[src/sv/obh_pkg.sv]
// Shared types and constants for the owner bucket histogram.
// Used by the divider, the counter memory and the top level; depends on nothing.
package obh_pkg;

  localparam int unsigned OWNER_W = 6;
  localparam int unsigned LIMIT_W = 7;
  localparam int unsigned COUNT_W = 32;
  localparam int unsigned BIN_W   = 32;
  localparam int unsigned STEP_W  = $clog2(OWNER_W);

  localparam logic REG_SLAB_SIZE   = 1'b0;
  localparam logic REG_OWNER_LIMIT = 1'b1;

  localparam logic CMD_COUNT = 1'b0;
  localparam logic CMD_FLUSH = 1'b1;

  typedef struct packed {
    logic               done;
    logic               ovf;
    logic [OWNER_W-1:0] quo;
  } div_res_t;

  typedef struct packed {
    logic               rd_en;
    logic               wr_en;
    logic               clr_en;
    logic [OWNER_W-1:0] addr;
    logic [COUNT_W-1:0] wr_data;
  } mem_req_t;

endpackage

[src/sv/obh_divider.sv]
// Bit-serial restoring divider that yields a six-bit owner index or an overflow flag.
// Depends on obh_pkg.
module obh_divider (
  input  logic                         clk,
  input  logic                         rst_n,
  input  logic                         start,
  input  logic [obh_pkg::BIN_W-1:0]    bin,
  input  logic [obh_pkg::COUNT_W-1:0]  slab,
  output obh_pkg::div_res_t            res
);

  localparam int unsigned DW = obh_pkg::BIN_W + obh_pkg::OWNER_W;

  logic                          busy_r, busy_nxt;
  logic                          done_r, done_nxt;
  logic                          ovf_r, ovf_nxt;
  logic [obh_pkg::STEP_W-1:0]    step_r, step_nxt;
  logic [obh_pkg::BIN_W-1:0]     rem_r, rem_nxt;
  logic [DW-1:0]                 den_r, den_nxt;
  logic [obh_pkg::OWNER_W-1:0]   quo_r, quo_nxt;
  logic                          fits;

  assign fits = {{obh_pkg::OWNER_W{1'b0}}, rem_r} >= den_r;

  always_comb begin
    busy_nxt = busy_r;
    done_nxt = 1'b0;
    ovf_nxt  = ovf_r;
    step_nxt = step_r;
    rem_nxt  = rem_r;
    den_nxt  = den_r;
    quo_nxt  = quo_r;
    if (start) begin
      busy_nxt = 1'b1;
      ovf_nxt  = (slab == '0) ||
                 ({{obh_pkg::OWNER_W{1'b0}}, bin} >= {slab, {obh_pkg::OWNER_W{1'b0}}});
      step_nxt = '0;
      rem_nxt  = bin;
      den_nxt  = {1'b0, slab, {(obh_pkg::OWNER_W - 1){1'b0}}};
      quo_nxt  = '0;
    end else if (busy_r) begin
      if (fits) begin
        rem_nxt = rem_r - den_r[obh_pkg::BIN_W-1:0];
      end
      quo_nxt  = {quo_r[obh_pkg::OWNER_W-2:0], fits};
      den_nxt  = den_r >> 1;
      step_nxt = step_r + 1'b1;
      if (step_r == obh_pkg::STEP_W'(obh_pkg::OWNER_W - 1)) begin
        busy_nxt = 1'b0;
        done_nxt = 1'b1;
      end
    end
  end

  always_ff @(posedge clk) begin
    if (!rst_n) begin
      busy_r <= 1'b0;
      done_r <= 1'b0;
    end else begin
      busy_r <= busy_nxt;
      done_r <= done_nxt;
    end
    ovf_r  <= ovf_nxt;
    step_r <= step_nxt;
    rem_r  <= rem_nxt;
    den_r  <= den_nxt;
    quo_r  <= quo_nxt;
  end

  assign res.done = done_r;
  assign res.ovf  = ovf_r;
  assign res.quo  = quo_r;

endmodule

[src/sv/obh_counter_mem.sv]
// Counter memory with a registered read port and per-entry valid bits.
// An entry that is not valid reads as zero. Depends on obh_pkg.
module obh_counter_mem #(
  parameter int unsigned DEPTH = 64
) (
  input  logic                         clk,
  input  logic                         rst_n,
  input  obh_pkg::mem_req_t            req,
  output logic [obh_pkg::COUNT_W-1:0]  rd_data
);

  localparam int unsigned AW = (DEPTH > 1) ? $clog2(DEPTH) : 1;

  logic [obh_pkg::COUNT_W-1:0] mem [DEPTH];
  logic [DEPTH-1:0]            vld_r;
  logic [obh_pkg::COUNT_W-1:0] rd_data_r;
  logic                        rd_hit_r;
  logic [AW-1:0]               addr;

  assign addr = req.addr[AW-1:0];

  always_ff @(posedge clk) begin
    if (req.wr_en) begin
      mem[addr] <= req.wr_data;
    end
    if (req.rd_en) begin
      rd_data_r <= mem[addr];
    end
  end

  always_ff @(posedge clk) begin
    if (!rst_n) begin
      vld_r    <= '0;
      rd_hit_r <= 1'b0;
    end else begin
      if (req.wr_en) begin
        vld_r[addr] <= 1'b1;
      end
      if (req.clr_en) begin
        vld_r[addr] <= 1'b0;
      end
      if (req.rd_en) begin
        rd_hit_r <= vld_r[addr];
      end
    end
  end

  assign rd_data = rd_hit_r ? rd_data_r : '0;

endmodule

[src/sv/owner_bucket_histogram_unit.sv]
// A count item whose owner is counted passes the divider, the limit check, the counter
// read and the counter write-back before the next item can be taken. The bit-serial divider
// produces one owner bit per cycle, and the quotient is checked against the limits when the
// divider finishes. The counter memory then reads the counter and writes it back plus one,
// and the idle state accepts the next item. A dropped record skips the memory. A flush item
// emits the counters in order, each with one memory read, then the output register load
// when the output side is ready. The next item can be taken once the last counter has been
// loaded. The counters are zero after reset and after each flush, with no clearing pass.
// Depends on obh_pkg, obh_divider and obh_counter_mem.
module owner_bucket_histogram_unit #(
  parameter int unsigned NUM_OWNERS = 64
) (
  input  logic                          clk,
  input  logic                          rst_n,
  input  logic                          cfg_we,
  input  logic                          cfg_index,
  input  logic [31:0]                   cfg_wdata,
  input  logic                          in_valid,
  output logic                          in_ready,
  input  logic                          in_cmd,
  input  logic [obh_pkg::BIN_W-1:0]     in_bin_index,
  output logic                          out_valid,
  input  logic                          out_ready,
  output logic [obh_pkg::OWNER_W-1:0]   out_owner_index,
  output logic [obh_pkg::COUNT_W-1:0]   out_owner_count,
  output logic                          out_last
);

  localparam logic [2:0] ST_IDLE    = 3'd0;
  localparam logic [2:0] ST_DIV     = 3'd1;
  localparam logic [2:0] ST_CNT_RD  = 3'd2;
  localparam logic [2:0] ST_CNT_WR  = 3'd3;
  localparam logic [2:0] ST_FL_RD   = 3'd4;
  localparam logic [2:0] ST_FL_WAIT = 3'd5;

  localparam logic [obh_pkg::OWNER_W-1:0] LAST_IDX = obh_pkg::OWNER_W'(NUM_OWNERS - 1);
  localparam logic [obh_pkg::LIMIT_W-1:0] TABLE_SZ = obh_pkg::LIMIT_W'(NUM_OWNERS);

  logic [2:0]                    state_r, state_nxt;
  logic [obh_pkg::COUNT_W-1:0]   slab_size_r;
  logic [obh_pkg::LIMIT_W-1:0]   owner_limit_r;
  logic [obh_pkg::OWNER_W-1:0]   idx_r, idx_nxt;
  logic                          out_valid_r, out_valid_nxt;
  logic [obh_pkg::OWNER_W-1:0]   out_idx_r, out_idx_nxt;
  logic [obh_pkg::COUNT_W-1:0]   out_count_r, out_count_nxt;
  logic                          out_last_r, out_last_nxt;
  logic                          accept;
  logic                          div_start;
  logic                          hit;
  logic                          out_free;
  obh_pkg::div_res_t             div_res;
  obh_pkg::mem_req_t             mreq;
  logic [obh_pkg::COUNT_W-1:0]   rd_data;

  assign in_ready = (state_r == ST_IDLE);
  assign accept   = in_valid && in_ready;
  assign div_start = accept && (in_cmd == obh_pkg::CMD_COUNT);
  assign out_free = !out_valid_r || out_ready;
  assign hit = !div_res.ovf &&
               ({1'b0, div_res.quo} < owner_limit_r) &&
               ({1'b0, div_res.quo} < TABLE_SZ);

  obh_divider u_div (
    .clk   (clk),
    .rst_n (rst_n),
    .start (div_start),
    .bin   (in_bin_index),
    .slab  (slab_size_r),
    .res   (div_res)
  );

  obh_counter_mem #(
    .DEPTH (NUM_OWNERS)
  ) u_mem (
    .clk     (clk),
    .rst_n   (rst_n),
    .req     (mreq),
    .rd_data (rd_data)
  );

  always_comb begin
    state_nxt     = state_r;
    idx_nxt       = idx_r;
    out_valid_nxt = out_valid_r && !out_ready;
    out_idx_nxt   = out_idx_r;
    out_count_nxt = out_count_r;
    out_last_nxt  = out_last_r;
    mreq          = '0;
    mreq.addr     = idx_r;
    mreq.wr_data  = rd_data + 1'b1;
    case (state_r)
      ST_IDLE: begin
        if (accept) begin
          if (in_cmd == obh_pkg::CMD_FLUSH) begin
            idx_nxt   = '0;
            state_nxt = ST_FL_RD;
          end else begin
            state_nxt = ST_DIV;
          end
        end
      end
      ST_DIV: begin
        if (div_res.done) begin
          idx_nxt   = div_res.quo;
          state_nxt = hit ? ST_CNT_RD : ST_IDLE;
        end
      end
      ST_CNT_RD: begin
        mreq.rd_en = 1'b1;
        state_nxt  = ST_CNT_WR;
      end
      ST_CNT_WR: begin
        mreq.wr_en = 1'b1;
        state_nxt  = ST_IDLE;
      end
      ST_FL_RD: begin
        mreq.rd_en = 1'b1;
        state_nxt  = ST_FL_WAIT;
      end
      ST_FL_WAIT: begin
        if (out_free) begin
          mreq.clr_en   = 1'b1;
          out_valid_nxt = 1'b1;
          out_idx_nxt   = idx_r;
          out_count_nxt = rd_data;
          out_last_nxt  = (idx_r == LAST_IDX);
          if (idx_r == LAST_IDX) begin
            state_nxt = ST_IDLE;
          end else begin
            idx_nxt   = idx_r + 1'b1;
            state_nxt = ST_FL_RD;
          end
        end
      end
      default: begin
        state_nxt = ST_IDLE;
      end
    endcase
  end

  always_ff @(posedge clk) begin
    if (!rst_n) begin
      state_r       <= ST_IDLE;
      out_valid_r   <= 1'b0;
      slab_size_r   <= 32'd1;
      owner_limit_r <= obh_pkg::LIMIT_W'(64);
    end else begin
      state_r     <= state_nxt;
      out_valid_r <= out_valid_nxt;
      if (cfg_we && (cfg_index == obh_pkg::REG_SLAB_SIZE)) begin
        slab_size_r <= cfg_wdata;
      end
      if (cfg_we && (cfg_index == obh_pkg::REG_OWNER_LIMIT)) begin
        owner_limit_r <= cfg_wdata[obh_pkg::LIMIT_W-1:0];
      end
    end
    idx_r       <= idx_nxt;
    out_idx_r   <= out_idx_nxt;
    out_count_r <= out_count_nxt;
    out_last_r  <= out_last_nxt;
  end

  assign out_valid       = out_valid_r;
  assign out_owner_index = out_idx_r;
  assign out_owner_count = out_count_r;
  assign out_last        = out_last_r;

`ifndef NO_ASSERTIONS
  a_div_done_in_div: assert property (@(posedge clk) disable iff (!rst_n)
    div_res.done |-> (state_r == ST_DIV))
    else $error("Divider finished outside the divide state.");

  a_last_at_end: assert property (@(posedge clk) disable iff (!rst_n)
    (out_valid && out_last) |-> (out_owner_index == LAST_IDX))
    else $error("Last flag on an item that is not the final counter.");

  a_one_item_at_a_time: assert property (@(posedge clk) disable iff (!rst_n)
    (in_valid && in_ready) |=> !in_ready)
    else $error("Input accepted again before the previous item finished.");
`endif

endmodule

[config.mk]
export PLATFORM = sky130hd
export DESIGN_NAME = owner_bucket_histogram_unit
export DESIGN_NICKNAME = d
export VERILOG_FILES = /design/src/sv/obh_pkg.sv /design/src/sv/obh_divider.sv /design/src/sv/obh_counter_mem.sv /design/src/sv/owner_bucket_histogram_unit.sv
export SDC_FILE = /design/constraint.sdc
export NUM_CORES = 2
export LEC_CHECK = 0
export BUFFER_PORTS_ARGS = -buffer_cell sky130_fd_sc_hd__buf_2
export CAP_MARGIN = 20
export CORE_UTILIZATION = 35
export DETAILED_ROUTE_END_ITERATION = 7
export PLACE_DENSITY = 0.53
export SLEW_MARGIN = 20
export SYNTH_ARGS = -nofsm -noshare
export SYNTH_HDL_FRONTEND = slang
export SYNTH_HIERARCHICAL = 1
export SYNTH_SLANG_ARGS = --single-unit
[constraint.sdc]
create_clock -name clk -period 7.8 [get_ports clk]
set_input_delay 0.39 -clock clk [delete_from_list [all_inputs] [get_ports clk]]
set_output_delay 0.39 -clock clk [all_outputs]
set_load 0.02 [all_outputs]
==> results.txt <==
The flow ran to the end, and the final reports show no timing, DRC or antenna violations. The standard-cell row count came out at 188. The worst hold margin came out at 0.0801 ns. The clock-pin transition on the worst setup and hold timing paths is 0.06 ns. The number of unique standard cell types used by synthesis came out at 97. For the pin with the worst max-slew slack, the measured transition is 1.15 ns. Of the available clock period, the critical path in the final layout requires 66.0%. The sequential share of the synthesized area came out at 73.9%. The via total after detailed routing came out at 57400.

The routability congestion estimate from global placement came out at 0.952. The number of antenna violations at the first check in global routing is 32. The number of nets still failing antenna checks after routing came out at 0.

The final worst clock skew is 0.0846 ns. Compared with the post-synthesis result, the final layout area differs by 15.4%. Adding up every negative setup slack in the final design gives 0 ns.

The flip-flop and latch count after synthesis is 2314. The pre-antenna-repair detailed-routing pass consisted of 7 iterations. By startpoint and endpoint, the worst setup path is classified as reg2reg.

The number of enable flip-flop cells after synthesis came out at 2190. The upper clock frequency limit is 194 MHz. In the synthesized netlist the async set-or-reset flop fraction comes to 0%. The largest stage delay on the critical path is 0.81 ns. The capturing point of the worst reg2reg path is u_mem/rd_data_r[10]. Headroom to the max-slew limit came out at 22.3%.

The via count of the first global-routing pass is 54600. The minimum setup slack among reg-to-reg paths came out at 2.65 ns. Setup repair after global routing left no endpoint under its margin.

The maximum level of the CTS H-tree is 4. Wires add up to 335000 microns. The path with the worst hold slack has its endpoint at u_div/rem_r[25].

Buffers placed on the I/O ports in this run total 111. The clock reaches the later pin of the worst-skew pair after 0.91 ns. The final layout net count came out at 5959. The share of post-route cells with drive strength above 1 is 19.9%. The half-perimeter wire length after placement came out at 199000 microns. In this run the horizontal extent of the chip is 516 microns.

The final-report max-slew violation count came to 0. The synthesized area per cell is 16.7 sq um. In this run the most critical hold path is launched from in_bin_index[25].

The master cell of the clock root buffer is clkbuf_16. The category of the worst setup path capture point is a flop. The data arrival time of the worst path came out at 5.75 ns. Of all nets on the critical path, the largest fanout is 65.

The total track usage is 24.8%. The largest net degree at the start of global routing is 88. The largest individual stage delay along the critical path comes from the cell edfxtp_1. The number of warnings reported in the yosys synthesis log is 6. Counting along the longest clock path gives a buffer depth of 3. The peak supply drop came out at 0.193 mV. The per-cell routed wire length came out at 35.1 microns. The library cell used most frequently in the layout, excluding fill and tap cells, is edfxtp_1. The overall die height came out at 516 microns.

The worst path in the final design needs a cycle of 5.15 ns, including I/O delays and setup. The first-iteration detailed-routing DRC count is 8457. The net count after synthesis is 5680.

The total CTS buffers came out at 230. The clock tree from TritonCTS is done. Counting every sink on the clock net gives 2314. The length in cells of the worst reg-to-reg path came out at 9. The initial standard-cell utilization of the core is 35.2%.

The number of setup buffers added after CTS is 0. The count of endpoints failing setup in the final report came out at 0. The reg-to-reg critical path startpoint is idx_r[0]. The min-delay analysis places its worst path in the category in2reg. The kind of start point of the critical path is a flop. The first global-routing pass estimated 456000 microns of wire. Synthesis produced 5541 cells. The top cell types in the final layout, fill and taps aside, are 2190 x edfxtp_1, 362 x nand2_1, 269 x a221oi_1.

The critical path required time is 8.40 ns. The static leakage came out at 0.0346 uW. The quantity of hold-fixing buffers added after cts is 73. The primary flip-flop cell chosen by synthesis mapping is edfxtp_1. Walking the worst path, the cells encountered are buf_4 -> buf_12 -> buf_4 -> mux2i_1 -> o2bb2ai_1 -> nand2_1 -> o221ai_1 -> o2bb2ai_1 -> or4_1. The worst hold path passes through 3 cells. The post-synthesis cell area is 92300 sq um. The tool flagged a number of max-cap violations equal to 0. The total die area came out at 266000 sq um. The total of cells resized after clock tree synthesis is 0. The ratio of total power to cell area came out at 271 nW/um^2.

The placeable core region is 262000 sq um. The number of failing hold endpoints at the final stage is 0. The routed via count divided by cell count came out at 6.01. The detailed-route DRC error count is 0. The number of ports placed on the die boundary came out at 112.

Global routing finished with a remaining overflow of 0.
power breakdown:
part           internal, uW  switching (uW)  leakage [uW]
Clock                  6060            4890       0.00359
Sequential            13800             102        0.0213
Combinational          1170            2890       0.00970
Total                 21000            7880        0.0346
cell usage after synthesis (20+ instances only):
| library cell | number | area share (%) |
|---|---|---|
| a221o_1 | 34 | 0.37 |
| nand3_1 | 44 | 0.24 |
| o221a_2 | 66 | 0.81 |
| nor2_1 | 258 | 1.0 |
| buf_2 | 132 | 0.72 |
| a221oi_1 | 269 | 2.6 |
| xnor2_1 | 42 | 0.40 |
| o21ai_0 | 178 | 0.97 |
| mux4_2 | 148 | 3.6 |
| o22ai_1 | 95 | 0.64 |
| o221ai_1 | 22 | 0.21 |
| a211oi_1 | 25 | 0.20 |
| a22o_1 | 33 | 0.31 |
| and2_1 | 46 | 0.31 |
| ha_1 | 67 | 0.91 |
| a21oi_1 | 194 | 1.1 |
| o2bb2ai_1 | 26 | 0.25 |
| mux2i_1 | 226 | 2.5 |
| buf_1 | 25 | 0.10 |
| nand4_1 | 35 | 0.24 |
| o22a_1 | 21 | 0.20 |
| clkbuf_1 | 148 | 0.60 |
| a21o_1 | 24 | 0.20 |
| inv_1 | 86 | 0.35 |
| buf_4 | 44 | 0.36 |
| dfxtp_1 | 124 | 2.7 |
| edfxtp_1 | 2190 | 71 |
| a22oi_1 | 143 | 1.2 |
| mux2_2 | 158 | 1.9 |
| nand2_1 | 362 | 1.5 |
| a31oi_1 | 20 | 0.14 |
layout make-up:
cell class                      count  area (sq um)
Fill cell                       23600        156000
Sequential cell                  2314         68200
Antenna cell                       15          37.5
Multi-Input combinational cell   2779         22900
Timing Repair Buffer              409          3180
Clock inverter                    137          1320
Clock buffer                      292          6070
Inverter                           86           339
Tap cell                         3515          4400
flip-flops by register name (all words and copies together), names as in the netlist:
register	count
u_mem/mem	2048
u_mem/vld_r	64
u_div/den_r	37
out_owner_count	32
slab_size_r	32
u_div/rem_r	32
u_mem/rd_data_r	32
owner_limit_r	7
idx_r	6
out_owner_index	6
u_div/quo_r	6
state_r	3
u_div/step_r	3
out_last	1
out_valid	1
u_div/busy_r	1
u_div/done_r	1
u_div/ovf_r	1
u_mem/rd_hit_r	1
critical path: cells and delay by family (launching register included):
kind            cells  cell delay (ns)
flops               1             0.81
compound gates      3             0.96
buf+inv             3             1.39
mux                 1             0.80
simple gates        2             0.75
cells by family after synthesis:
| logic type | Yosys count | share of synthesized area (%) |
|---|---|---|
| compound gates | 1238 | 9.93 |
| simple gates | 877 | 4.33 |
| xor+xnor | 61 | 0.579 |
| flops | 2314 | 73.9 |
| buf+inv | 448 | 2.26 |
| mux | 535 | 8.04 |
| fa+ha+maj | 68 | 0.930 |
worst max path at each step:
stage	slack [ns]	cells after the start	start	endpoint
final	2.65	9	idx_r[0]	u_mem/rd_data_r[10]
after CTS	2.90	7	idx_r[0]	u_mem/rd_data_r[31]
after floorplan	3.64	6	u_mem/rd_hit_r	u_mem/mem[0][28]
after global placement	2.98	7	idx_r[0]	u_mem/rd_data_r[31]
after global routing	2.68	9	idx_r[0]	u_mem/rd_data_r[10]
after detailed placement	2.92	7	idx_r[0]	u_mem/rd_data_r[31]
metrics by stage:
stage	setup WS (ns)	utilization, %	instances	cell area (sq um)	total power, uW
global route	2.68	40.6	9538	107000	29600
detailed placement	2.92	37.5	9030	98400	18100
floorplan	3.64	-	5541	92300	16300
CTS	2.90	40.6	9532	106000	28900
finish	2.65	40.6	9547	107000	28900
global placement	2.98	37.5	9027	98300	18000
routing by layer:
metal	wire length, microns	vias to the layer above	global-route usage [%]
met2	149000	3555	37.6
met3	37400	664	6.66
met1	132000	30100	33.3
met4	16400	20	10.8
li1	-	23000	-
met5	136	-	0
Power figures use the tool's default switching activity.
